===== config.mk =====
export PLATFORM = sky130hd
export DESIGN_NAME = cfbr_ctrl
export DESIGN_NICKNAME = d
export VERILOG_FILES = /design/src/design/cfbr_pkg.sv /design/src/design/cfbr_ctrl.sv
export SDC_FILE = /design/constraint.sdc
export NUM_CORES = 1
export LEC_CHECK = 0
export ABC_AREA = 1
export CAP_MARGIN = 0
export CORE_AREA = 3 3 40 42
export CTS_BUF_LIST = sky130_fd_sc_hd__clkbuf_4 sky130_fd_sc_hd__clkbuf_8
export CTS_CLUSTER_DIAMETER = 30
export CTS_CLUSTER_SIZE = 40
export DETAILED_ROUTE_END_ITERATION = 10
export DIE_AREA = 0 0 43 45
export DONT_BUFFER_PORTS = 1
export PLACE_DENSITY = 0.49
export SLEW_MARGIN = 20
export SYNTH_ARGS = -nofsm -noshare
export SYNTH_HDL_FRONTEND = slang
export SYNTH_SLANG_ARGS = --single-unit

===== constraint.sdc =====
create_clock -name clk -period 3.1 [get_ports clk]
set_input_delay 0.155 -clock clk [delete_from_list [all_inputs] [get_ports clk]]
set_output_delay 0.155 -clock clk [all_outputs]
set_load 0.01 [all_outputs]

===== src/design/cfbr_pkg.sv =====
package cfbr_pkg;

    // Block dimensions.
    localparam int LINES       = 8;
    localparam int LINE_BITS   = 3;
    localparam int LINE_DEPTH  = 4096;
    localparam int DEPTH_BITS  = 12;
    localparam int ADDR_BITS   = LINE_BITS + DEPTH_BITS;
    localparam int STORE_DEPTH = LINES * LINE_DEPTH;
    localparam int MAX_DELAY   = 2048;
    localparam int SAMPLE_BITS = 24;
    localparam int SUM_BITS    = SAMPLE_BITS + LINE_BITS;
    localparam int CNT_BITS    = 5;
    localparam int WIDE_BITS   = 48;

    // Q1.16 coefficients.
    localparam logic [16:0] Q_ONE       = 17'd65536;
    localparam logic [16:0] MIX_RESET   = 17'd19661;
    localparam logic signed [17:0] LP_NEW = 18'sd6554;
    localparam logic signed [17:0] LP_OLD = 18'sd58982;
    localparam logic signed [17:0] SMOOTH_STEP = 18'sd328;

    // Register map, one 64-bit slot per register.
    typedef enum logic [2:0] {
        REG_SIZE      = 3'd0,
        REG_DENSITY   = 3'd1,
        REG_MIX       = 3'd2,
        REG_LINES     = 3'd3,
        REG_ENABLED   = 3'd4,
        REG_DELAYS_LO = 3'd5,
        REG_DELAYS_HI = 3'd6
    } reg_idx_t;

    typedef struct packed {
        logic signed [SAMPLE_BITS-1:0] left_in;
        logic signed [SAMPLE_BITS-1:0] right_in;
        logic                          block_start;
    } in_item_t;

    typedef struct packed {
        logic signed [SAMPLE_BITS-1:0] left_out;
        logic signed [SAMPLE_BITS-1:0] right_out;
    } out_item_t;

    // Configuration as seen by the processing logic, already capped.
    typedef struct packed {
        logic [6:0]                          extra;
        logic [16:0]                         atten;
        logic [16:0]                         mix_cap;
        logic [3:0]                          lines;
        logic                                bypass;
        logic [LINES-1:0][DEPTH_BITS-1:0]    base;
    } cfg_t;

    typedef enum logic [3:0] {
        ST_IDLE,
        ST_CLEAR,
        ST_SMOOTH,
        ST_READ,
        ST_FILT,
        ST_FEED,
        ST_GAIN,
        ST_WRITE,
        ST_DIV,
        ST_MIX_L,
        ST_MIX_R,
        ST_OUT
    } state_t;

    typedef struct packed {
        logic load_in;
        logic smooth;
        logic filt;
        logic feed;
        logic gain;
        logic write;
        logic div_start;
        logic div_step;
        logic mix_l;
        logic mix_r;
        logic load_out;
        logic clear_step;
        logic clear_ack;
    } cmd_t;

    typedef struct packed {
        logic line_last;
        logic div_done;
        logic clear_last;
        logic out_free;
    } status_t;

    // Round a Q16 product to nearest, ties toward plus infinity.
    function automatic logic signed [WIDE_BITS-1:0] rnd16(input logic signed [WIDE_BITS-1:0] x);
        logic signed [WIDE_BITS-1:0] t;
        t = x + 48'sd32768;
        return t >>> 16;
    endfunction

    // Saturate to the sample width.
    function automatic logic signed [SAMPLE_BITS-1:0] sat_s(input logic signed [WIDE_BITS-1:0] x);
        logic signed [WIDE_BITS-1:0] hi;
        logic signed [WIDE_BITS-1:0] lo;
        hi = WIDE_BITS'((64'sd1 <<< (SAMPLE_BITS - 1)) - 64'sd1);
        lo = -hi - 48'sd1;
        if (x > hi)
            return hi[SAMPLE_BITS-1:0];
        if (x < lo)
            return lo[SAMPLE_BITS-1:0];
        return x[SAMPLE_BITS-1:0];
    endfunction

endpackage


===== src/design/cfbr_ctrl.sv =====
module cfbr_ctrl (
    input  logic             clk,
    input  logic             rst_n,
    input  logic             in_valid,
    output logic             in_ready,
    input  logic             block_start,
    input  logic             bypass,
    input  logic             clear_req,
    input  cfbr_pkg::status_t status,
    output cfbr_pkg::cmd_t   cmd
);

    import cfbr_pkg::*;

    state_t state_reg;
    state_t state_next;

    always_ff @(posedge clk or negedge rst_n)
    begin
        if (!rst_n)
        begin
            state_reg <= ST_IDLE;
        end
        else
        begin
            state_reg <= state_next;
        end
    end

    // Next state.
    always_comb
    begin
        state_next = state_reg;
        case (state_reg)
            ST_IDLE:
            begin
                if (clear_req)
                    state_next = ST_CLEAR;
                else if (in_valid)
                begin
                    if (bypass)
                        state_next = ST_OUT;
                    else if (block_start)
                        state_next = ST_SMOOTH;
                    else
                        state_next = ST_READ;
                end
            end
            ST_CLEAR:
            begin
                if (status.clear_last)
                    state_next = ST_IDLE;
            end
            ST_SMOOTH: state_next = ST_READ;
            ST_READ:   state_next = ST_FILT;
            ST_FILT:   state_next = ST_FEED;
            ST_FEED:   state_next = ST_GAIN;
            ST_GAIN:   state_next = ST_WRITE;
            ST_WRITE:  state_next = status.line_last ? ST_DIV : ST_READ;
            ST_DIV:
            begin
                if (status.div_done)
                    state_next = ST_MIX_L;
            end
            ST_MIX_L:  state_next = ST_MIX_R;
            ST_MIX_R:  state_next = ST_OUT;
            ST_OUT:
            begin
                if (status.out_free)
                    state_next = ST_IDLE;
            end
            default:   state_next = ST_IDLE;
        endcase
    end

    // Outputs.
    always_comb
    begin
        cmd      = '0;
        in_ready = 1'b0;
        case (state_reg)
            ST_IDLE:
            begin
                in_ready      = !clear_req;
                cmd.load_in   = in_valid && !clear_req;
                cmd.clear_ack = clear_req;
            end
            ST_CLEAR:  cmd.clear_step = 1'b1;
            ST_SMOOTH: cmd.smooth = 1'b1;
            ST_READ:   cmd = '0;
            ST_FILT:   cmd.filt = 1'b1;
            ST_FEED:   cmd.feed = 1'b1;
            ST_GAIN:   cmd.gain = 1'b1;
            ST_WRITE:
            begin
                cmd.write     = 1'b1;
                cmd.div_start = status.line_last;
            end
            ST_DIV:    cmd.div_step = 1'b1;
            ST_MIX_L:  cmd.mix_l = 1'b1;
            ST_MIX_R:  cmd.mix_r = 1'b1;
            ST_OUT:    cmd.load_out = status.out_free;
            default:   cmd = '0;
        endcase
    end

    // A new transaction is never taken while a clearing pass is owed.
    a_no_accept_on_clear: assert property (@(posedge clk) disable iff (!rst_n)
        in_ready |-> !clear_req)
        else $error("input accepted while a clear is pending");

    // The clearing pass runs to its last entry.
    a_clear_runs: assert property (@(posedge clk) disable iff (!rst_n)
        (state_reg == ST_CLEAR && !status.clear_last) |=> state_reg == ST_CLEAR)
        else $error("clearing pass left early");

    // A result is loaded only into a free output slot.
    a_load_free: assert property (@(posedge clk) disable iff (!rst_n)
        cmd.load_out |-> status.out_free)
        else $error("output register overwritten");

endmodule


==> flow_summary.ini <==
[finish]
fin_nets = 95
insertedDiodeCount = 0
fillers = 159
multi_input_area_sq_um = 265
largest_reg_flops = 4
area_delta_synth_final_pct = 12.0
seqCellArea_sq_um = 100
drive_above_1_share_pct = 15.7

[place]
detailed_place_hpwl_microns = 875
place_congestion = 0.707
io_buffers = 0

[min_path]
hold_path_depth = 3
hold_end = state_reg[1]
worstHoldStart = status[0]
hp-class = primary input to flip-flop

[sta]
max-slew-margin-rel_pct = 75.6
slew_violations = 0
fmax_ghz = 0.671
period_share_pct = 48.1
rsz0062_at_grt = false
worst_slew_pin_slew_ns = 0.363
period_minus_slack_ns = 1.49
setup_viol_count_final = 0
fin_skew_ns = 0.00275
finalSetupTns_ns = 0
hold_viol = 0
hold_slack_ns = 0.155

[routing]
num_vias = 460
drt-total-wl_mm = 1.01
first_pass_iters = 4
viasPerCell = 4.69
drtAntennaViolNets = 0
routedWlPerCell_microns = 10.3
drt_iter0_drc = 12
drcViolationCount = 0

[die]
fp.dieW_microns = 43
num_rows = 13
dieArea_sq_um = 1940
start_util_pct = 33.4
io-pin-count = 24
coreArea_sq_um = 1280
die_height_microns = 45

[cts]
cts_max_level = 1
cts_buffer_depth = 2
ctsRootBufferMaster = clkbuf_4
cts_sinks = 4
cts.clk_slew.worst_paths_ns = 0.04
cts_buffers = 3
clk_latency_ns = 0.24
cts_tree = done

[global_route]
grt_max_degree = 8
grt_pass1_vias = 412
grt_overflow = 0
antenna_found_initial = 0
gr-usage-all-layers_pct = 11.3
grt_pass1_wl_mm = 1.59

[pwr]
ir_drop_uv = 343
power_density_nw_per_um2 = 919
p_leak_nw = 0.304

[yosys]
yosysTopAreaCell = dfrtp_1
yosysMostFrequentCell = nand2_1
synth_flop_cell = dfrtp_1
synth.avg_cell_area_sq_um = 5.43
synth_area_leaders = dfrtp_1 23%, nand2_1 20%, inv_1 13%
yosys_warnings = 0
synth.cells.most_frequent = 23 x nand2_1, 15 x inv_1, 15 x nor2_1, 5 x nand3_1, 4 x dfrtp_1
synth-edff-count = 0
synthesis.nets = 89
ys_async_sr_fraction_pct = 100
yosysTopAreaCellShare_pct = 23.3
syn_inst = 79
synth_area_sq_um = 429
synth-seq-cells = 4
yosys.cell_types.count = 14
seq_area_frac_synth_pct = 23.3

[critical_path]
regToRegStartpoint = state_reg[3]
r2r_slack_ns = 1.82
r2r-end = state_reg[3]
critPathLaunchType = flip-flop
ff2ff_path_depth = 7
arrival_ns = 1.33
critical_path_class = flip-flop to output pin
worstPathRequired_ns = 2.94
crit_path_end_kind = output pin
path_max_fanout = 7

[status]
status = finished clean

[flow_run]
max_cap_viol_count = 0
timing repair:
action / CTS / global route
hold buffers: 1 / 0
endpoints found under the setup margin: 0 / 0
gates resized for setup: 0 / 0
endpoints found under the hold margin: 4 / 0
setup buffers: 0 / 0
where the power goes:
part / internal [mW] / total (mW) / switching (mW)
registers: 0.0759 / 0.108 / 0.0321
clock network: 0.0433 / 0.0642 / 0.0209
logic: 0.0818 / 0.269 / 0.187
layout by cell type, fill, tap and decap left out:
cell type	netlist	final
nand2_1	23	23
inv_1	15	15
nor2_1	15	15
nand3_1	5	5
dfrtp_1	4	4
nand2_2	3	3
nor2_2	3	3
nand4_1	3	3
clkbuf_4	0	3
inv_2	2	2
nor3_1	2	2
nand2_4	1	1
a21oi_1	1	1
nand3_2	1	1
o21ai_0	1	1
dlygate4sd3_1	0	1
stage by stage:
stage,cells,util [%],instance area [sq um],total power [mW],setup WS (ns)
detailed placement,94,34.9,448,0.381,1.79
global placement,94,34.9,448,0.385,1.80
floorplan,79,-,429,0.333,1.96
CTS,98,37.4,480,0.450,1.58
global route,98,37.4,480,0.501,1.47
finish,98,37.4,480,0.442,1.61
how the worst max path moves through the flow:
stage               slack [ns]          from  depth (start not counted)           end
floorplan                 1.96  state_reg[3]                          5        cmd[6]
global placement          1.80  state_reg[3]                          7  state_reg[3]
detailed placement        1.79  state_reg[3]                          7  state_reg[3]
CTS                       1.58  state_reg[3]                          5        cmd[6]
global route              1.47  state_reg[3]                          5        cmd[6]
finish                    1.61  state_reg[3]                          5        cmd[6]
worst max-delay path, cell delays in order (launching register included):
cell	delay [ns]
dfrtp_1	0.44
inv_1	0.09
nand2_2	0.09
nor2_1	0.25
nand2_1	0.11
inv_1	0.11
layer usage:
| metal | track usage, % | part of all wire (%) | vias to the layer above | routed length [microns] |
|---|---|---|---|---|
| met2 | 18.3 | 45 | 14 | 457 |
| met4 | 9.04 | 2.5 | 0 | 25 |
| met3 | 2.39 | 6.5 | 3 | 66 |
| met1 | 12.9 | 46 | 194 | 460 |
| li1 | - | - | 249 | - |
| met5 | 0 | 0 | - | 0 |
layout make-up:
cell class | count | share of cell area (%)
tap | 15 | 3.91
timing repair buffer | 1 | 2.08
clock buffer | 3 | 4.69
multi-input combinational | 58 | 55.2
sequential | 4 | 20.8
inverter | 17 | 13.3
logic make-up (layout without fill, tap and decap cells):
kind of cell	after synthesis	after routing	synth area share (%)
buffers and inverters	17	21	14.9
flip-flops	4	4	23.3
AO/OA/AOI/OAI	2	2	2.33
AND/OR/NAND/NOR	56	56	59.5
Note: power is estimated with default switching activity, not from simulation.
